### config.mk
export PLATFORM = sky130hd
export DESIGN_NAME = pfde_merge
export DESIGN_NICKNAME = d
export VERILOG_FILES = /design/src/hdl/pfde_pkg.sv /design/src/hdl/pfde_merge.sv
export SDC_FILE = /design/constraint.sdc
export NUM_CORES = 1
export LEC_CHECK = 0
export BUFFER_PORTS_ARGS = -buffer_cell sky130_fd_sc_hd__clkbuf_2
export CAP_MARGIN = 25
export CORE_UTILIZATION = 29
export CTS_CLUSTER_SIZE = 14
export DETAILED_ROUTE_END_ITERATION = 7
export PLACE_DENSITY = 0.78
export SYNTH_ARGS = -nofsm -noshare
export SYNTH_HDL_FRONTEND = slang
export SYNTH_SLANG_ARGS = --single-unit
export TNS_END_PERCENT = 10
### constraint.sdc
create_clock -name clk -period 0.8 [get_ports clk]
set_input_delay 0.16 -clock clk [delete_from_list [all_inputs] [get_ports clk]]
set_output_delay 0.16 -clock clk [all_outputs]
set_load 0.01 [all_outputs]
### src/hdl/pfde_pkg.sv
// ----------------------------------------------------------------------------
// Page framebuffer draw engine package
// Shared constants, command codes and transaction types for the draw engine.
// ----------------------------------------------------------------------------
package pfde_pkg;

    localparam int COLUMNS = 128;
    localparam int PAGES   = 8;
    localparam int ROWS    = PAGES * 8;
    localparam int COL_W   = (COLUMNS > 1) ? $clog2(COLUMNS) : 1;
    localparam int PG_W    = (PAGES > 1) ? $clog2(PAGES) : 1;
    localparam int GLYPH_COLS = 5;

    localparam logic [2:0] MODE_CLEAR  = 3'd0;
    localparam logic [2:0] MODE_PIXEL  = 3'd1;
    localparam logic [2:0] MODE_HLINE  = 3'd2;
    localparam logic [2:0] MODE_VLINE  = 3'd3;
    localparam logic [2:0] MODE_BOX    = 3'd4;
    localparam logic [2:0] MODE_GLYPH  = 3'd5;
    localparam logic [2:0] MODE_DGLYPH = 3'd6;
    localparam logic [2:0] MODE_READ   = 3'd7;

    typedef struct packed {
        logic [2:0] mode;
        logic [6:0] x_first;
        logic [5:0] y_first;
        logic [6:0] x_second;
        logic [5:0] y_second;
        logic       pixel_value;
        logic [7:0] glyph_col0;
        logic [7:0] glyph_col1;
        logic [7:0] glyph_col2;
        logic [7:0] glyph_col3;
        logic [7:0] glyph_col4;
    } cmd_t;

    typedef struct packed {
        logic [7:0] read_data;
        logic       status;
    } rsp_t;

    typedef struct packed {
        logic [2:0]      mode;
        logic [6:0]      x1;
        logic [6:0]      x2;
        logic [6:0]      xlo;
        logic [6:0]      xhi;
        logic [5:0]      y1;
        logic [5:0]      y2;
        logic [5:0]      ylo;
        logic [5:0]      yhi;
        logic            pv;
        logic [9:0]      dbase;
        logic [4:0][7:0] glyph;
    } draw_t;

    typedef struct packed {
        logic             rd_en;
        logic [COL_W-1:0] rd_col;
        logic             wr_en;
        logic [COL_W-1:0] wr_col;
        logic             zero;
    } lane_ctl_t;

    function automatic logic [7:0] double_nibble(input logic [3:0] n);
        logic [7:0] r;
        r = 8'h00;
        if (n[0]) r = r | 8'h03;
        if (n[1]) r = r | 8'h0c;
        if (n[2]) r = r | 8'h30;
        if (n[3]) r = r | 8'hc0;
        return r;
    endfunction

endpackage

### src/hdl/pfde_merge.sv
// ----------------------------------------------------------------------------
// Draw engine result merge
// Selects the read byte from the addressed page lane and registers the
// result transaction with its strobe.
// ----------------------------------------------------------------------------
module pfde_merge
    import pfde_pkg::*;
(
    input  logic             clk,
    input  logic             rst_n,
    input  logic [7:0]       lane_data [PAGES],
    input  logic [PG_W-1:0]  page_sel,
    input  logic             fin,
    input  logic             is_read,
    input  logic             err,
    output logic             done,
    output rsp_t             result
);

    logic done_reg;
    logic done_next;
    rsp_t result_reg;
    rsp_t result_next;

    always_comb
    begin
        done_next = fin;
        result_next.status = err;
        result_next.read_data = (is_read && !err) ? lane_data[page_sel] : 8'h00;
    end

    always_ff @(posedge clk or negedge rst_n)
    begin
        if (!rst_n)
        begin
            done_reg <= 1'b0;
        end
        else
        begin
            done_reg <= done_next;
        end
    end

    always_ff @(posedge clk)
    begin
        if (fin)
        begin
            result_reg <= result_next;
        end
    end

    assign done   = done_reg;
    assign result = result_reg;

endmodule

==> results of run 1 <==
## repair_timing
action | 4_1_cts | 5_1_grt
hold endpoints to repair | 1 | 0
pin swaps | 7 | 1
endpoints found under the setup margin | 18 | 18
hold buffers | 1 | 0
gates resized for setup | 6 | 4
## where the power goes
group          total [mW]  switching [mW]  internal [mW]
combinational       0.594           0.249          0.345
sequential          0.627          0.0102          0.616
clock               0.339           0.160          0.180
## cells in the mapped netlist, drive strengths merged
| library cell | count | area (sq um) |
|---|---|---|
| nor2 | 1 | 3.75 |
| nor3 | 8 | 80.1 |
| dfrtp | 1 | 25.0 |
| mux2i | 32 | 320 |
| nor2b | 2 | 12.5 |
| nand2b | 1 | 6.26 |
| a22o | 16 | 140 |
| buf | 6 | 65.1 |
| edfxtp | 9 | 270 |
| clkbuf | 2 | 7.51 |
| and2 | 1 | 6.26 |
## per-stage QoR
stage                     instance area (sq um)  std cells  hold slack (ps)  total power [mW]  worst slack, ps
final                                      1480        208             91.5              1.56             -144
after global routing                       1480        208             74.7              1.66             -187
after CTS                                  1470        208             82.2              1.58             -163
after detailed placement                   1400        203            -63.1              1.22             -455
after global placement                     1400        203            -64.1              1.21             -426
after floorplan                             950         79             -136             0.957             -228
## cell usage in the layout, fill, tap and decap left out, drive strengths merged
cell,netlist,final
edfxtp,9,9
nand2b,1,1
dlygate4sd3,0,1
clkbuf,2,82
nor2,1,1
and2,1,1
nor2b,2,2
a22o,16,16
mux2i,32,32
dfrtp,1,1
buf,6,9
nor3,8,8
clkinv,0,1
## cell type report
cell class	instances	area, sq um
Tap cell	44	55.1
Clock inverter	1	3.75
Clock buffer	3	22.5
Fill cell	320	1580
Timing Repair Buffer	89	520
Multi-Input combinational cell	61	578
Sequential cell	10	295
## worst min-delay path by stage
stage / start / end / slack (ps) / cells past startpoint
finish: err / result[0] / 90 / 1
floorplan: rst_n / done / -140 / 0
global route: err / result[0] / 70 / 1
global placement: rst_n / done / -60 / 1
CTS: err / result[0] / 80 / 1
detailed placement: rst_n / done / -60 / 1
## per-layer routing
metal | vias up | track usage | wire [um]
met4 | 0 | 0.0612 | 14
li1 | 487 | - | -
met1 | 417 | 0.170 | 1010
met5 | - | 0 | 0
met2 | 43 | 0.245 | 1110
met3 | 2 | 0.0264 | 208
## logic make-up after synthesis
kind of cell    Yosys count
buf+inv                   8
mux                      32
compound gates           16
simple gates             13
flops                    10
==> run_results.csv, run 1 <==
group,metric,value,unit
run_status,status,"complete, but fails checks",
run_status,violations,"setup timing",
yosys,synth.distinct_cells,14,
worst_setup_path,worstSetupEndpoint,"result[7]",
drt,routed_via_density,4.56,
yosys,synth-adder-area-share,0,
global_route,grt_pass1_wl,3650,um
worst_setup_path,cp_cell_sequence,"clkbuf_2",
cts,cts_setup_buffers,0,
yosys,mappedNetlistArea,937,sq um
yosys,avgSynthCellArea,11.9,sq um
cts,cts_tree,"yes",
timing,setup_viol,18,
worst_setup_path,worst-path-max-fanout,1,
yosys,ys_seq_elements,10,
cts,cts_htree_levels,1,
timing,final_layout_setup_total_negative_slack,-1520,ps
drt,detailed_route_via_count,949,
yosys,synth_sequential_area_ratio,0.315,
worst_setup_path,cp-startpoint,"result[7]",
timing,final_period_util,1.18,
yosys,yosys-mux-area-fraction,0.342,
cts,clock_tree.buffer_depth,2,
drt,detailedRoute.firstPassIterationCount,3,
timing,finalCriticalPeriod,944,ps
worst_setup_path,timing.critical_path.slowest_stage_cell,"edfxtp_1",
yosys,synth-warning-count,0,
floorplanning,core_area,3050,sq um
cells_and_area,diodes,0,
placement,portBuffers,81,
cells_and_area,area_delta_synth_final,57.4,%
global_route,overflow,0,
cells_and_area,drive_above_1_share,0.622,
run,cap_viol_max_count,0,
worst_setup_path,worst-endpoint-arrival,780,ps
yosys,synth-compound-area-share,0.150,
timing,fin_ws,-144,ps
cts,cts_made_buffers,3,
cts,clk_pin_slew,60,ps
floorplanning,die_height,58.8,um
floorplanning,floorplan_row_count,20,
worst_setup_path,timing.critical_path.buf_inv,1,
drt,totalWireLength,2340,um
timing,slew_worst_pin,291,ps
global_route,grtUsageTotal,0.142,
worst_setup_path,cp.depth,1,
cells_and_area,postLayoutCoreUtil,0.483,
yosys,synth-xor-area-share,0,
worst_setup_path,crit_path_end_kind,"output port",
cells_and_area,finalNetCount,237,
cts,cts-root-buf,"clkbuf_4",
yosys,postSynthCellCount,79,
hold_path,worst_hold_path_type,"primary input to flip-flop",
power,pwr_cell_area,1060,nW/um^2
power,vdd_drop_max,0.000352,V
drt,residual_drc,0,
worst_setup_path,cp-start-kind,"flip-flop",
global_route,maximum_number_of_pins_on_one_net_before_global_route_repair,17,
timing,slew-limit-headroom,0.805,
floorplanning,initial_core_util,0.307,
timing,drv_slew,0,
yosys,synthesis.nets,151,
drt,wl_per_cell,11.2,um
placement,gpl.final_weighted_congestion,0.633,
worst_setup_path,path_class,"flip-flop to output port",
power,p_leak,0.781,nW
yosys,largest_family_of_logic_cells_by_synthesized_area,"multiplexers",
worst_setup_path,cp_slowest_stage_delay,390,ps
cts,clock_sinks,10,
drt,drt_iter0_drc,13,
timing,final_hold_viol_count,0,
timing,rsz0062_at_grt,"yes",
drt,final_antenna_net_count,0,
floorplanning,io_pins,82,
floorplanning,fp.dieW,58.8,um
worst_setup_path,timing.critical_path.required,640,ps
global_route,first_global_vias,880,
worst_setup_path,critPathTopFamily,"flip-flops",
timing,max_freq,1.06,GHz
floorplanning,design.die.area,3460,sq um
cells_and_area,largest_register_ff_count,9,
global_route,antenna_found_initial,0,
yosys,yosys.area_share.simple,0.116,
Note: power is estimated with default switching activity, not from simulation.
==> run 2: changes to the inputs <==
--- a/config.mk
+++ b/config.mk
@@ -8,6 +8,7 @@
 export BUFFER_PORTS_ARGS = -buffer_cell sky130_fd_sc_hd__clkbuf_2
 export CAP_MARGIN = 25
 export CORE_UTILIZATION = 29
+export CTS_BUF_LIST = sky130_fd_sc_hd__clkbuf_16
 export CTS_CLUSTER_SIZE = 14
 export DETAILED_ROUTE_END_ITERATION = 7
 export PLACE_DENSITY = 0.78
==> run 2 against run 1 <==
Net effect: the run still ends with setup timing left; combinational power rose by 7.6%; sequential power barely moved; total power rose by 37%; clock-buffer cell count did not move; die area did not move; global-route usage rose by 1.7 points; critical path type is now primary input to flip-flop; critical endpoint is now result[4].
==> run_results.csv, run 2 (synthesized netlist as in run 1, its figures left out) <==
group,metric,value,unit
cts,clock_sinks,10,
cts,clock_tree.buffer_depth,2,
cells_and_area,layout.filler_cells,299,
timing,slew_worst_pin,289,ps
placement,place_ws,-455,ps
placement,placement.cell_area,1400,sq um
global_route,grtUsageTotal,0.158,
power,pwr_cell_area,1350,nW/um^2
timing,slew-limit-headroom,0.806,
drt,drt_iter0_drc,16,
cells_and_area,finalNonFillerCells,210,
global_route,antenna_found_initial,0,
drt,totalWireLength,2590,um
cells_and_area,multi_input_area,582,sq um
placement,placed_cells,203,
global_route,grt_pass1_wl,4010,um
timing,rsz0062_at_grt,"yes",
floorplanning,design.die.area,3460,sq um
cts,cts_setup_buffers,0,
worst_setup_path,cp-start-kind,"primary input",
cells_and_area,layout_commonest_cell,"clkbuf_2",
cts,clk_pin_slew,40,ps
run_status,violations,"setup timing",
drt,final_antenna_net_count,0,
drt,routed_via_density,4.63,
timing,final_hold_viol_count,0,
floorplanning,initial_core_util,0.307,
timing,drv_slew,0,
worst_setup_path,timing.critical_path.required,780,ps
cells_and_area,diodes,0,
power,total_power,2.14,mW
drt,detailed_route_via_count,972,
floorplanning,io_pins,82,
cts,cts_made_buffers,3,
placement,portBuffers,81,
worst_setup_path,cp_cell_sequence,"clkbuf_16 -> buf_16 -> mux2i_1 -> a22o_1 -> nor3_2",
cells_and_area,area_delta_synth_final,69.3,%
cells_and_area,largest_register_ff_count,9,
cts,cts-root-buf,"clkbuf_16",
worst_setup_path,crit_path_end_kind,"flip-flop",
floorplanning,floorplan_row_count,20,
floorplanning,core_area,3050,sq um
global_route,first_global_vias,924,
placement,gpl.final_weighted_congestion,0.633,
worst_setup_path,timing.critical_path.slowest_stage_cell,"mux2i_1",
timing,setup_viol,18,
worst_setup_path,worst-path-max-fanout,8,
run,cap_viol_max_count,0,
power,p_leak,0.827,nW
cells_and_area,finalNetCount,239,
hold_path,worst_hold_path_type,"primary input to flip-flop",
timing,final_period_util,1.14,
worst_setup_path,path_class,"primary input to flip-flop",
timing,max_freq,1.09,GHz
worst_setup_path,worst-endpoint-arrival,900,ps
floorplanning,fp.dieW,58.8,um
cells_and_area,area.sequential,295,sq um
worst_setup_path,timing.critical_path.buf_inv,2,
drt,detailedRoute.firstPassIterationCount,4,
timing,finalCriticalPeriod,915,ps
run_status,status,"complete, but fails checks",
cts,cts_htree_levels,1,
worst_setup_path,cp_slowest_stage_delay,230,ps
drt,wl_per_cell,12.3,um
cells_and_area,most_frequent_cells_in_the_layout,"clkbuf_2 (78), mux2i_1 (30), a22o_1 (16)",
global_route,overflow,0,
cells_and_area,final_area,1590,sq um
floorplanning,die_height,58.8,um
drt,residual_drc,0,
cells_and_area,drive_above_1_share,0.633,
worst_setup_path,critPathTopFamily,"buffers and inverters",
cts,cts_tree,"yes",
global_route,maximum_number_of_pins_on_one_net_before_global_route_repair,11,
timing,hold_ws,120,ps
timing,fin_ws,-115,ps
power,vdd_drop_max,0.000589,V
-- run 2: cell types whose count changed in the layout (fill, tap and decap cells not counted) --
| cell | previous run | this run |
|---|---|---|
| clkbuf_16 | 1 | 4 |
| clkbuf_4 | 3 | 0 |
| buf_16 | 0 | 2 |
| mux2i_1 | 31 | 30 |
| mux2i_2 | 1 | 2 |
-- run 2: stage by stage --
| step | utilization | setup TNS, ps |
|---|---|---|
| floorplan | - | -1810 |
| global placement | 0.459 | -3250 |
| detailed placement | 0.459 | -3510 |
| CTS | 0.516 | -1560 |
| global route | 0.520 | -2130 |
| finish | 0.520 | -1490 |
-- run 2: where the power goes --
group / total, mW / internal (mW) / switching (mW) / leakage (nW)
registers: 0.630 / 0.619 / 0.0103 / 0.0980
clock network: 0.873 / 0.654 / 0.219 / 0.0385
logic: 0.639 / 0.375 / 0.264 / 0.691
total: 2.14 / 1.65 / 0.493 / 0.827
-- run 2: layout make-up --
cell class / count / share of cell area
Multi-Input combinational cell: 61 / 0.367
Timing Repair Buffer: 91 / 0.363
Sequential cell: 10 / 0.186
Clock buffer: 3 / 0.0473
Tap cell: 44 / 0.0347
Clock inverter: 1 / 0.00237
-- run 2: routing by layer --
layer,GRT usage,share of wire,vias to the layer above
met5,0,0,-
met4,0.0612,0.0054,0
met3,0.0330,0.085,2
met2,0.284,0.49,47
met1,0.183,0.42,434
li1,-,-,489
-- run 2: final timing paths --
kind	start	to	cells after the start
setup / recovery	page_sel[1]	result[4]	5
hold / removal	err	result[0]	1
max in group asynchronous	rst_n	done	2
min in group asynchronous	rst_n	done	2
-- run 2: timing repair --
action                                  CTS  global route
hold endpoints to repair                  1             0
pin swaps                                 7             0
endpoints found under the setup margin   18            18
cloned                                    2             0
hold buffers                              1             0
gates resized for setup                   8             5
