--- config.mk ---
export PLATFORM = sky130hd
export DESIGN_NAME = pfde_lane
export DESIGN_NICKNAME = d
export VERILOG_FILES = /design/src/hdl/pfde_pkg.sv /design/src/hdl/pfde_ram.sv /design/src/hdl/pfde_lane.sv
export SDC_FILE = /design/constraint.sdc
export NUM_CORES = 1
export LEC_CHECK = 0
export ABC_CLOCK_PERIOD_IN_PS = 11270
export BUFFER_PORTS_ARGS = -buffer_cell sky130_fd_sc_hd__buf_2
export CORE_MARGIN = 4
export CORE_UTILIZATION = 35
export CTS_CLUSTER_SIZE = 25
export DETAILED_ROUTE_END_ITERATION = 7
export MAX_ROUTING_LAYER = met4
export PLACE_DENSITY = 0.54
export SETUP_SLACK_MARGIN = 0.05
export SLEW_MARGIN = 20
export SYNTH_ARGS = -nofsm -noshare
export SYNTH_HDL_FRONTEND = slang
export SYNTH_SLANG_ARGS = --single-unit
--- constraint.sdc ---
create_clock -name clk -period 11.27 [get_ports clk]
set_input_delay 0 -clock clk [delete_from_list [all_inputs] [get_ports clk]]
set_output_delay 0 -clock clk [all_outputs]
set_load 0.05 [all_outputs]
--- src/hdl/pfde_pkg.sv ---
// ----------------------------------------------------------------------------
// Page framebuffer draw engine package
// Shared constants, command codes and transaction types for the draw engine.
// ----------------------------------------------------------------------------
package pfde_pkg;

    localparam int COLUMNS = 128;
    localparam int PAGES   = 8;
    localparam int ROWS    = PAGES * 8;
    localparam int COL_W   = (COLUMNS > 1) ? $clog2(COLUMNS) : 1;
    localparam int PG_W    = (PAGES > 1) ? $clog2(PAGES) : 1;
    localparam int GLYPH_COLS = 5;

    localparam logic [2:0] MODE_CLEAR  = 3'd0;
    localparam logic [2:0] MODE_PIXEL  = 3'd1;
    localparam logic [2:0] MODE_HLINE  = 3'd2;
    localparam logic [2:0] MODE_VLINE  = 3'd3;
    localparam logic [2:0] MODE_BOX    = 3'd4;
    localparam logic [2:0] MODE_GLYPH  = 3'd5;
    localparam logic [2:0] MODE_DGLYPH = 3'd6;
    localparam logic [2:0] MODE_READ   = 3'd7;

    typedef struct packed {
        logic [2:0] mode;
        logic [6:0] x_first;
        logic [5:0] y_first;
        logic [6:0] x_second;
        logic [5:0] y_second;
        logic       pixel_value;
        logic [7:0] glyph_col0;
        logic [7:0] glyph_col1;
        logic [7:0] glyph_col2;
        logic [7:0] glyph_col3;
        logic [7:0] glyph_col4;
    } cmd_t;

    typedef struct packed {
        logic [7:0] read_data;
        logic       status;
    } rsp_t;

    typedef struct packed {
        logic [2:0]      mode;
        logic [6:0]      x1;
        logic [6:0]      x2;
        logic [6:0]      xlo;
        logic [6:0]      xhi;
        logic [5:0]      y1;
        logic [5:0]      y2;
        logic [5:0]      ylo;
        logic [5:0]      yhi;
        logic            pv;
        logic [9:0]      dbase;
        logic [4:0][7:0] glyph;
    } draw_t;

    typedef struct packed {
        logic             rd_en;
        logic [COL_W-1:0] rd_col;
        logic             wr_en;
        logic [COL_W-1:0] wr_col;
        logic             zero;
    } lane_ctl_t;

    function automatic logic [7:0] double_nibble(input logic [3:0] n);
        logic [7:0] r;
        r = 8'h00;
        if (n[0]) r = r | 8'h03;
        if (n[1]) r = r | 8'h0c;
        if (n[2]) r = r | 8'h30;
        if (n[3]) r = r | 8'hc0;
        return r;
    endfunction

endpackage

--- src/hdl/pfde_ram.sv ---
// ----------------------------------------------------------------------------
// Generic RAM
// Simple dual-port RAM with one write port and one registered read port.
// ----------------------------------------------------------------------------
module pfde_ram #(
    parameter int WIDTH = 8,
    parameter int DEPTH = 128
) (
    input  logic                                       clk,
    input  logic                                       we,
    input  logic [((DEPTH > 1) ? $clog2(DEPTH) : 1)-1:0] waddr,
    input  logic [WIDTH-1:0]                           wdata,
    input  logic                                       re,
    input  logic [((DEPTH > 1) ? $clog2(DEPTH) : 1)-1:0] raddr,
    output logic [WIDTH-1:0]                           rdata
);

    logic [WIDTH-1:0] mem [DEPTH];

    always_ff @(posedge clk)
    begin
        if (we)
        begin
            mem[waddr] <= wdata;
        end
        if (re)
        begin
            rdata <= mem[raddr];
        end
    end

endmodule

--- src/hdl/pfde_lane.sv ---
// ----------------------------------------------------------------------------
// Draw engine page lane
// Holds one page of column bytes and applies the drawing command to each
// column byte as the sweep passes it.
// ----------------------------------------------------------------------------
module pfde_lane
    import pfde_pkg::*;
(
    input  logic            clk,
    input  logic [PG_W-1:0] page,
    input  lane_ctl_t       ctl,
    input  draw_t           draw,
    output logic [7:0]      rdata
);

    logic [7:0] wdata;

    function automatic logic [7:0] hbit(input int y, input int p);
        logic [7:0] r;
        r = 8'h00;
        if ((y >> 3) == p)
        begin
            r[y & 7] = 1'b1;
        end
        return r;
    endfunction

    function automatic logic [7:0] rowmask(input int lo, input int hi, input int p);
        logic [7:0] r;
        int row;
        for (int n = 0; n < 8; n++)
        begin
            row = p * 8 + n;
            r[n] = (row >= lo) && (row <= hi);
        end
        return r;
    endfunction

    always_comb
    begin
        int c;
        int p;
        int i;
        int s;
        logic [7:0]  b;
        logic [7:0]  g;
        logic [15:0] bits;
        logic [15:0] msk;
        logic        in_x;
        c    = int'(ctl.wr_col);
        p    = int'(page);
        b    = rdata;
        wdata = b;
        in_x = (c >= int'(draw.xlo)) && (c <= int'(draw.xhi));
        i    = 0;
        s    = int'(draw.y1[2:0]);
        g    = 8'h00;
        bits = 16'h0000;
        msk  = 16'h0000;
        case (draw.mode)
            MODE_CLEAR:
            begin
                wdata = 8'h00;
            end
            MODE_PIXEL:
            begin
                if (c == int'(draw.x1) && draw.pv)
                begin
                    wdata = b | hbit(int'(draw.y1), p);
                end
            end
            MODE_HLINE:
            begin
                if (in_x)
                begin
                    wdata = b | hbit(int'(draw.y1), p);
                end
            end
            MODE_VLINE:
            begin
                if (c == int'(draw.x1))
                begin
                    wdata = b | rowmask(int'(draw.ylo), int'(draw.yhi), p);
                end
            end
            MODE_BOX:
            begin
                if (in_x)
                begin
                    wdata = wdata | hbit(int'(draw.y1), p) | hbit(int'(draw.y2), p);
                end
                if (c == int'(draw.x1) || c == int'(draw.x2))
                begin
                    wdata = wdata | rowmask(int'(draw.ylo), int'(draw.yhi), p);
                end
            end
            MODE_GLYPH:
            begin
                if (c >= int'(draw.x1) && c < int'(draw.x1) + GLYPH_COLS)
                begin
                    i    = c - int'(draw.x1);
                    g    = draw.glyph[i[2:0]];
                    bits = {8'h00, g} << s;
                    msk  = 16'h00ff << s;
                    if (p == int'(draw.y1[5:3]))
                    begin
                        wdata = (b & ~msk[7:0]) | bits[7:0];
                    end
                    else if (p == int'(draw.y1[5:3]) + 1)
                    begin
                        wdata = (b & ~msk[15:8]) | bits[15:8];
                    end
                end
            end
            MODE_DGLYPH:
            begin
                if (c >= int'(draw.dbase) && c < int'(draw.dbase) + 2 * GLYPH_COLS)
                begin
                    i = (c - int'(draw.dbase)) >> 1;
                    g = draw.glyph[i[2:0]];
                    if (p == int'(draw.y1))
                    begin
                        wdata = double_nibble(g[3:0]);
                    end
                    else if (p == int'(draw.y1) + 1)
                    begin
                        wdata = double_nibble(g[7:4]);
                    end
                end
            end
            default:
            begin
                wdata = b;
            end
        endcase
        if (ctl.zero)
        begin
            wdata = 8'h00;
        end
    end

    pfde_ram #(
        .WIDTH (8),
        .DEPTH (COLUMNS)
    ) u_ram (
        .clk   (clk),
        .we    (ctl.wr_en),
        .waddr (ctl.wr_col),
        .wdata (wdata),
        .re    (ctl.rd_en),
        .raddr (ctl.rd_col),
        .rdata (rdata)
    );

endmodule

==> out/summary.md, run 1 <==
## Finish
* **number of nets in the finished design** 2,621
* **area growth from synthesis to layout** 13.4%
* **layout filler cell count** 11,200
* **non-filler instance count after layout** 4,171
* **fraction of the core area covered by cells at the end of the flow** 0.400
* **final instance area** 50,200 um2
* **fraction of final layout cells sized beyond drive strength 1** 0.283
* **most used cells in the layout excluding fill and tap cells** 1,032 x edfxtp_1, 346 x mux4_2, 166 x nor2_1, 131 x buf_2, 100 x clkbuf_16
* **most common cell after layout, fill and taps aside** edfxtp_1

## Hold path
* **startpoint of the worst hold path** ctl[1]
* **number of stages on the worst hold path** 3
* **hold-critical path endpoint** u_ram.mem[75][2]
* **type of the worst min-delay path** input port to flip-flop

## Worst setup path
* **critical path required time** 11.61 ns
* **worst path cell trace** buf_2 -> inv_1 -> ha_1 -> nand3b_1 -> a211oi_1 -> o31a_1 -> nor2_1 -> nand2_1 -> o41ai_1 -> nor4_1 -> o22ai_4 -> buf_4
* **Bufs and invs on worst path** 3
* **CP startpoint kind** input port
* **startpoint of the lowest-slack register-to-register path** u_ram.rdata[1]
* **arrival time reported for the critical path endpoint** 5.23 ns
* **critical path fanouts, max** 96
* **FF-to-FF path depth** 7
* **slack of the worst reg-to-reg path** 7.64 ns
* **endpoint kind of the worst setup timing path** flip-flop
* **cell family with most CP delay** compound AO/OA/AOI/OAI gates
* **critical path start-end classification** input port to flip-flop
* **capture point of the worst reg-to-reg path** u_ram.mem[101][1]
* **max incr delay on CP** 0.85 ns
* **slowest stage cell on the critical path** buf_4

## Clock network
* **buffers inserted by post-CTS timing repair** 0
* **number of buffers created by CTS** 99
* **quantity of gates resized following cts** 0
* **# clock sinks** 1,032
* **CTS clock-pin slew for the worst setup and hold paths** 0.06 ns
* **Clock Path Buffers** 3
* **total of hold buffers inserted after clock tree synthesis** 3
* **Root Buffer Master** clkbuf_16
* **insertion delay to the later sink of the worst-skew pair** 0.68 ns
* **TritonCTS clock tree** built
* **H-Tree Level Count** 3

## Global routing
* **maximum number of pins on one net before global-route repair** 129
* **global-route wire length before repair** 168,000 um
* **global route overflow** 0
* **overall global routing resource usage** 0.178
* **via count of the first global-routing pass** 24,000
* **number of antenna violations at the first check in global routing** 4

## Synth
* **cells after synthesis** 2,287
* **post-synthesis instance area** 44,200 um2
* **register bit total from synthesis** 1,032
* **synthesized netlist net count** 2,474
* **share of synthesized flip-flops with an asynchronous set or reset** 0
* **fraction of the yosys area taken by sequential cells** 0.700
* **syn avg cell area** 19.3 um2
* **yosys synthesis warning count** 0
* **number of enable-type register cells in the synthesized netlist** 1,032
* **number of different library cells in the post-synthesis netlist** 67
* **most used flip-flop cell after synthesis** edfxtp_1

## Drt
* **via/cell ratio** 5.54
* **routed length on met2** 56,000 um
* **DRC** 0
* **wirelength, routed** 115,000 um
* **routed wire length on met3** 6310 um
* **Routed met1 length** 50,100 um
* **Top Metal Used** met4
* **count of TritonRoute iterations in the first routing pass** 5
* **total vias in the final route** 23,100
* **iteration-0 DRC count of the detailed router** 2,203
* **wire length per cell after detailed routing** 27.5 um
* **ANT nets after route** 0

## STA
* **count of pins over their slew limit** 0
* **final worst-path cycle share** 0.434
* **setup repair after global routing missed its margin** false
* **setup-violating endpoint count in the final report** 0
* **setup skew after layout** 0.0192 ns
* **post-route setup TNS** 0 ns
* **Final WS setup** 6.38 ns
* **actual slew at the worst max-slew pin** 1.16 ns
* **Fin Hold WS** 0.0535 ns
* **maximum frequency from static timing analysis** 0.205 GHz
* **final worst path period need** 4.89 ns
* **final number of hold-violating endpoints** 0
* **Max-Slew Margin vs Limit** 0.224

## Run status
* **status** finished clean

## Run
* **Max-cap violations** 0

## Floorplan
* **initial standard-cell utilization of the core** 0.352
* **core region area** 126,000 um2
* **area of the die** 132,000 um2
* **Site Rows** 130
* **width of the die** 364 um
* **Ports** 135
* **die boundary height** 364 um

## Place
* **Setup WS pre-CTS** 5.79 ns
* **routability congestion estimate from global placement** 0.871
* **Port Buffer Count** 134
* **placed inst area** 46,900 um2
* **cell count after placement** 3,980
* **hpwl dp** 75,900 um

## Power
* **total power per unit cell area** 167 nW/um2
* **post-layout power** 8.40 mW
* **Leakage Power** 15.9 nW
* **maximum VDD drop** 0.117 mV

kinds of logic after synthesis:
| family | count (synthesis) | synth area share |
|---|---|---|
| adders and majority gates | 60 | 0.0173 |
| buffers and inverters | 182 | 0.0170 |
| DFF | 1032 | 0.700 |
| muxes | 387 | 0.186 |
| and+or+nand+nor | 386 | 0.0407 |
| AOI/OAI and AO/OA | 207 | 0.0314 |
| xor gates and xnor gates | 33 | 0.00701 |
cell type report:
class	instances	area [um2]	share of cell area
Antenna cell	4	10.0	0.000199
Clock buffer	118	2570	0.0512
Clock inverter	66	667	0.0133
Inverter	55	206	0.00411
Multi-Input combinational cell	1073	12700	0.252
Sequential cell	1032	31000	0.617
Tap cell	1650	2060	0.0411
Timing Repair Buffer	173	1010	0.0201
sequential cells by signal (all words and copies together), names as in the netlist:
signal / cells
u_ram.mem: 1024
u_ram.rdata: 8
tightest hold or removal path, delay by kind of cell:
kind | cells | cell delay, ns
simple gates | 2 | 0.33
buf+inv | 1 | 0.19
per-layer routing:
metal / vias to the layer above / GRT usage
li1: 9810 / -
met1: 12400 / 0.242
met2: 802 / 0.287
met3: 161 / 0.0230
met4: 0 / 0.0456
met5: - / -
cell usage after synthesis, types with 4 or more instances:
master    instances  area share
o221ai_1          4     0.00079
xnor2_1          14      0.0028
a21oi_1          32      0.0036
nor3b_1           8      0.0014
clkbuf_1         82      0.0070
ha_1             58       0.016
nor4_1           11      0.0016
o31ai_1           5     0.00085
or3_1             5     0.00071
buf_4             4     0.00068
inv_1            54      0.0046
a41oi_1           4     0.00079
nor2_1          171       0.015
o211ai_1          9      0.0015
o41ai_1           5     0.00099
o32ai_1           5     0.00099
nand2_1          65      0.0055
nor2b_1          17      0.0024
a211oi_1         14      0.0024
o21a_1           11      0.0019
and3_1            4     0.00057
o311ai_0          4     0.00079
nand3_1          35      0.0040
a31oi_1          15      0.0021
o21ai_0          49      0.0055
a221oi_1          5     0.00099
buf_2            24      0.0027
nor3_1           26      0.0029
nand3b_1          6      0.0010
nand2b_1          8      0.0011
mux2i_1          15      0.0034
mux2_2           26      0.0066
xor2_1           17      0.0034
buf_1            14      0.0012
edfxtp_1       1032        0.70
o22ai_1           9      0.0013
or2_2             5     0.00071
a21o_1            9      0.0015
mux4_2          346        0.18
nand4_1           9      0.0013
power breakdown:
group / switching (mW) / internal (mW)
Sequential: 0.0152 / 4.31
Combinational: 0.481 / 0.269
Clock: 1.43 / 1.89
Total: 1.93 / 6.47
worst max path at each step:
stage | startpoint | end | slack (ns) | cells past startpoint
after floorplan | ctl[1] | u_ram.mem[0][3] | 2.19 | 14
after global placement | draw[96] | u_ram.mem[62][1] | 5.77 | 14
after detailed placement | ctl[1] | u_ram.mem[60][1] | 5.79 | 12
after CTS | draw[96] | u_ram.mem[56][1] | 6.50 | 14
after global routing | ctl[1] | u_ram.mem[60][1] | 6.03 | 12
final | ctl[1] | u_ram.mem[101][1] | 6.38 | 12
Note: power is estimated with default switching activity, not from simulation.
==> run 2: changes to the inputs <==
--- a/config.mk
+++ b/config.mk
@@ -5,7 +5,7 @@
 export SDC_FILE = /design/constraint.sdc
 export NUM_CORES = 1
 export LEC_CHECK = 0
-export ABC_CLOCK_PERIOD_IN_PS = 11270
+export ABC_CLOCK_PERIOD_IN_PS = 4500
 export BUFFER_PORTS_ARGS = -buffer_cell sky130_fd_sc_hd__buf_2
 export CORE_MARGIN = 4
 export CORE_UTILIZATION = 35
==> constraint.sdc (replaced) <==
create_clock -name clk -period 4.5 [get_ports clk]
set_input_delay 0 -clock clk [delete_from_list [all_inputs] [get_ports clk]]
set_output_delay 0 -clock clk [all_outputs]
set_load 0.05 [all_outputs]
==> run 2 against run 1 <==
  * First-iteration DRC count up 9.6%
  * Sequential share of layout area is 1.3 points lower
  * Count of clock-buffer cells in the layout rose by 3
  * Clock skew grew 0.0099 ns
==> out/summary.md, run 2 (synthesized netlist as in run 1, its figures left out) <==
## Worst setup path
* **critical path required time** 4.93 ns
* **critical path fanouts, max** 40
* **endpoint kind of the worst setup timing path** flip-flop
* **CP startpoint kind** input port
* **critical path start-end classification** input port to flip-flop
* **arrival time reported for the critical path endpoint** 3.85 ns
* **FF-to-FF path depth** 8

## Drt
* **DRC** 0
* **ANT nets after route** 0
* **wire length per cell after detailed routing** 28.0 um
* **wirelength, routed** 119,000 um
* **iteration-0 DRC count of the detailed router** 2,415
* **via/cell ratio** 5.54
* **count of TritonRoute iterations in the first routing pass** 7
* **total vias in the final route** 23,600

## Clock network
* **buffers inserted by post-CTS timing repair** 0
* **number of buffers created by CTS** 103
* **quantity of gates resized following cts** 0
* **Root Buffer Master** clkbuf_16
* **insertion delay to the later sink of the worst-skew pair** 0.68 ns
* **H-Tree Level Count** 3
* **# clock sinks** 1,032
* **total of hold buffers inserted after clock tree synthesis** 3
* **Clock Path Buffers** 3
* **TritonCTS clock tree** built
* **CTS clock-pin slew for the worst setup and hold paths** 0.06 ns

## Global routing
* **number of antenna violations at the first check in global routing** 4
* **global route overflow** 0
* **overall global routing resource usage** 0.185
* **maximum number of pins on one net before global-route repair** 129
* **via count of the first global-routing pass** 24,500
* **global-route wire length before repair** 173,000 um

## Power
* **Leakage Power** 16.5 nW
* **total power per unit cell area** 414 nW/um2
* **Combinational Power Share** 0.093
* **sequential share of power** 0.510
* **maximum VDD drop** 0.293 mV
* **Clock Power Share** 0.397
* **Int Pwr** 16.3 mW
* **net switching power** 4.89 mW
* **Sw Share** 0.231

## STA
* **Final WS setup** 1.08 ns
* **final worst path period need** 3.42 ns
* **Fin Hold WS** 0.0758 ns
* **Max-Slew Margin vs Limit** 0.234
* **setup-violating endpoint count in the final report** 0
* **count of pins over their slew limit** 0
* **final worst-path cycle share** 0.760
* **setup repair after global routing missed its margin** false
* **maximum frequency from static timing analysis** 0.292 GHz
* **final number of hold-violating endpoints** 0
* **actual slew at the worst max-slew pin** 1.14 ns
* **setup skew after layout** 0.0292 ns

## Hold path
* **type of the worst min-delay path** input port to flip-flop
* **number of stages on the worst hold path** 3

## Place
* **routability congestion estimate from global placement** 0.893
* **Setup WS pre-CTS** 0.511 ns
* **hpwl dp** 79,600 um
* **Port Buffer Count** 134

## Finish
* **fraction of final layout cells sized beyond drive strength 1** 0.314
* **number of flip-flops under the largest register name** 1,024
* **number of nets in the finished design** 2,705
* **most used cells in the layout excluding fill and tap cells** 1,032 x edfxtp_1, 346 x mux4_2, 163 x nor2_1, 131 x buf_2, 104 x clkbuf_16
* **registers with the highest flip-flop counts** u_ram.mem: 1024 flops, u_ram.rdata: 8 flops
* **register containing the most flip-flops in the final layout** u_ram.mem
* **most common cell after layout, fill and taps aside** edfxtp_1
* **area growth from synthesis to layout** 15.9%

## Floorplan
* **initial standard-cell utilization of the core** 0.352
* **die boundary height** 364 um
* **Ports** 135
* **core region area** 126,000 um2
* **width of the die** 364 um
* **area of the die** 132,000 um2
* **Site Rows** 130

## Run status
* **status** finished clean

## Run
* **Max-cap violations** 0

==> run 2: path summary, 6_finish.rpt <==
check,from,end,slack [ns]
max reg2reg,u_ram.rdata[1],u_ram.mem[28][1],1.60
min,ctl[0],u_ram.mem[34][3],0.08
min reg2reg,u_ram.mem[3][5],u_ram.rdata[5],1.29
max,ctl[1],u_ram.mem[47][4],1.08
==> run 2: final cells by class <==
cell class,count,area [um2]
Timing Repair Buffer,253,1930
Fill cell,11200,74300
Sequential cell,1032,31000
Clock buffer,121,2670
Inverter,55,214
Tap cell,1650,2060
Multi-Input combinational cell,1073,12800
Antenna cell,3,7.51
Clock inverter,70,652
==> run 2: critical path, stage by stage <==
cell and delay, ns:
buf_2 0.15, inv_8 0.10, ha_1 0.21, inv_1 0.07, fa_2 0.36, xor2_2 0.66
mux2_2 0.28, o21ai_0 0.08, a21o_1 0.20, a32oi_1 0.39, o21ai_1 0.16, o21ai_0 0.55
o2bb2ai_4 0.20, buf_4 0.38
==> run 2: power groups by stage <==
| stage | sequential [mW] | clock, mW | combinational, mW |
|---|---|---|---|
| after floorplan | 11.1 | 0 | 1.18 |
| after global placement | 11.0 | 0 | 1.96 |
| after detailed placement | 11.0 | 0 | 2.00 |
| after CTS | 10.8 | 8.60 | 2.01 |
| after global routing | 10.8 | 9.04 | 2.13 |
| final | 10.8 | 8.41 | 1.98 |
==> run 2: routing by layer <==
metal,up-vias,track usage,share of wire
li1,9972,-,-
met1,12600,0.245,0.42
met2,836,0.302,0.50
met3,162,0.0264,0.056
met4,0,0.0487,0.024
met5,-,-,0
==> run 2: per-stage QoR <==
step                      TNS, ns  cell area, um2  cells  total power [mW]  utilization
after CTS                       0           51300   4254              21.4        0.408
after floorplan             -7.36           44500   2287              12.2            -
final                           0           51300   4257              21.2        0.408
after global placement          0           47900   4060              13.0        0.382
after detailed placement        0           47900   4060              13.0        0.382
after global routing            0           51300   4257              22.0        0.408
==> run 3: changes to the inputs <==
--- a/config.mk
+++ b/config.mk
@@ -5,7 +5,7 @@
 export SDC_FILE = /design/constraint.sdc
 export NUM_CORES = 1
 export LEC_CHECK = 0
-export ABC_CLOCK_PERIOD_IN_PS = 4500
+export ABC_CLOCK_PERIOD_IN_PS = 3500
 export BUFFER_PORTS_ARGS = -buffer_cell sky130_fd_sc_hd__buf_2
 export CORE_MARGIN = 4
 export CORE_UTILIZATION = 35
==> constraint.sdc (replaced) <==
create_clock -name clk -period 3.5 [get_ports clk]
set_input_delay 0 -clock clk [delete_from_list [all_inputs] [get_ports clk]]
set_output_delay 0 -clock clk [all_outputs]
set_load 0.05 [all_outputs]
==> run 3 against run 2 <==
  * First-iteration DRC count down 8.4%
  * Core utilization up 0.80 points
  * Register-to-register slack got worse by 1.1 ns
  * Critical path type unchanged
  * Critical endpoint is now u_ram.mem[103][4]
==> out/summary.md, run 3 (synthesized netlist as in run 1, its figures left out) <==
## Place
* **routability congestion estimate from global placement** 0.927
* **Port Buffer Count** 134
* **cell count after placement** 4,211
* **hpwl dp** 81,000 um

## Finish
* **number of nets in the finished design** 2,852
* **registers with the highest flip-flop counts** u_ram.mem: 1024 flops, u_ram.rdata: 8 flops
* **fraction of the core area covered by cells at the end of the flow** 0.416
* **fraction of final layout cells sized beyond drive strength 1** 0.340
* **most common cell after layout, fill and taps aside** edfxtp_1
* **layout filler cell count** 11,100
* **number of flip-flops under the largest register name** 1,024
* **most used cells in the layout excluding fill and tap cells** 1,032 x edfxtp_1, 346 x mux4_2, 225 x buf_4, 170 x nor2_1, 131 x buf_2
* **register containing the most flip-flops in the final layout** u_ram.mem
* **non-filler instance count after layout** 4,398
* **area growth from synthesis to layout** 18.2%

## Clock network
* **total of hold buffers inserted after clock tree synthesis** 3
* **buffers inserted by post-CTS timing repair** 0
* **Clock Path Buffers** 3
* **Root Buffer Master** clkbuf_16
* **insertion delay to the later sink of the worst-skew pair** 0.66 ns
* **# clock sinks** 1,032
* **quantity of gates resized following cts** 0
* **H-Tree Level Count** 3
* **CTS clock-pin slew for the worst setup and hold paths** 0.06 ns
* **number of buffers created by CTS** 99
* **TritonCTS clock tree** built

## Drt
* **ANT nets after route** 0
* **DRC** 0
* **count of TritonRoute iterations in the first routing pass** 5
* **total vias in the final route** 24,000
* **wirelength, routed** 119,000 um
* **wire length per cell after detailed routing** 27.1 um
* **iteration-0 DRC count of the detailed router** 2,211
* **via/cell ratio** 5.45

## Global routing
* **overall global routing resource usage** 0.185
* **number of antenna violations at the first check in global routing** 5
* **via count of the first global-routing pass** 24,600
* **global-route wire length before repair** 174,000 um
* **maximum number of pins on one net before global-route repair** 77
* **global route overflow** 0

## Worst setup path
* **max incr delay on CP** 0.65 ns
* **cell family with most CP delay** compound AO/OA/AOI/OAI gates
* **endpoint kind of the worst setup timing path** flip-flop
* **capture point of the worst reg-to-reg path** u_ram.mem[45][1]
* **startpoint of the lowest-slack register-to-register path** u_ram.rdata[1]
* **slowest stage cell on the critical path** or4b_2
* **critical path start-end classification** input port to flip-flop
* **worst path cell trace** buf_2 -> inv_8 -> ha_1 -> inv_1 -> fa_2 -> xor2_2 -> or4b_2 -> a21o_1 -> a32oi_1 -> o21ai_1 -> o21ai_0 -> buf_4 -> o2bb2ai_4 -> buf_12
* **critical path required time** 3.96 ns
* **critical path fanouts, max** 48
* **slack of the worst reg-to-reg path** 0.52 ns
* **FF-to-FF path depth** 10
* **arrival time reported for the critical path endpoint** 3.57 ns
* **Bufs and invs on worst path** 5
* **CP startpoint kind** input port
* **worst setup path start** ctl[1]

## STA
* **final worst path period need** 3.11 ns
* **count of pins over their slew limit** 0
* **final worst-path cycle share** 0.887
* **setup repair after global routing missed its margin** false
* **actual slew at the worst max-slew pin** 0.989 ns
* **setup-violating endpoint count in the final report** 0
* **Max-Slew Margin vs Limit** 0.338
* **setup skew after layout** 0.0235 ns
* **Fin Hold WS** 0.0786 ns
* **final number of hold-violating endpoints** 0
* **maximum frequency from static timing analysis** 0.322 GHz

## Floorplan
* **Ports** 135
* **initial standard-cell utilization of the core** 0.352
* **width of the die** 364 um
* **core region area** 126,000 um2
* **Site Rows** 130
* **area of the die** 132,000 um2
* **die boundary height** 364 um

## Hold path
* **startpoint of the worst hold path** ctl[8]
* **hold-critical path endpoint** u_ram.mem[92][4]
* **type of the worst min-delay path** input port to flip-flop
* **number of stages on the worst hold path** 3

## Power
* **Int Pwr** 20.6 mW
* **maximum VDD drop** 0.380 mV
* **net switching power** 6.12 mW
* **Combinational Power Share** 0.104
* **Leakage Power** 17.2 nW
* **total power per unit cell area** 512 nW/um2
* **Clock Power Share** 0.377
* **Sw Share** 0.229
* **sequential share of power** 0.520

## Run status
* **status** finished clean

## Run
* **Max-cap violations** 0

## run 3: changes by cell type in the layout (fill, tap and decap cells not counted), sizes merged
| cell | change |
|---|---|
| clkinv | -11 |
| clkbuf | +2 |
| diode | +2 |
| buf | +151 |
| inv | -1 |
| bufinv | -3 |
| clkinvlp | +1 |
## run 3: metrics by stage
stage	TNS [ns]	cell area [um2]	total power [mW]	worst slack [ns]
CTS	0	52300	27.0	0.515
global route	0	52300	27.8	0.318
finish	0	52300	26.8	0.394
global placement	-48.78	49200	16.9	-0.160
floorplan	-511.67	44500	15.7	-1.06
detailed placement	-52.89	49200	17.0	-0.152
## run 3: how the worst max path moves through the flow
stage,to,cells after the start
2_1_floorplan,u_ram.mem[0][3],13
3_3_place_gp,u_ram.mem[118][1],14
3_5_place_dp,u_ram.mem[118][5],14
4_1_cts,u_ram.mem[99][5],14
5_1_grt,u_ram.mem[97][5],17
6_report,u_ram.mem[103][4],14
## run 3: metal layers
metal,GRT usage,share of wire
met5,-,0
met2,0.303,0.50
met3,0.0246,0.054
met4,0.0366,0.018
met1,0.251,0.43
## run 3: cell type report
| type | count | area, um2 | share of cell area |
|---|---|---|---|
| Sequential cell | 1032 | 31000 | 0.593 |
| Inverter | 55 | 214 | 0.00409 |
| Multi-Input combinational cell | 1073 | 12700 | 0.243 |
| Antenna cell | 5 | 12.5 | 0.000239 |
| Timing Repair Buffer | 404 | 3270 | 0.0625 |
| Clock inverter | 56 | 452 | 0.00864 |
| Tap cell | 1650 | 2060 | 0.0395 |
| Clock buffer | 123 | 2570 | 0.0491 |
## run 3: power groups by stage
stage,logic (mW),registers [mW],clock network [mW]
6_report,2.77,13.9,10.1
5_1_grt,2.98,13.9,10.9
4_1_cts,2.81,13.9,10.3
3_5_place_dp,2.79,14.2,0
3_3_place_gp,2.75,14.2,0
2_1_floorplan,1.52,14.2,0
## run 3: worst reg2reg max path: cells and delay by family (launching register included)
family | cells | cell delay [ns]
compound gates | 5 | 0.80
buf+inv | 3 | 0.60
flops | 1 | 0.57
simple gates | 2 | 0.67
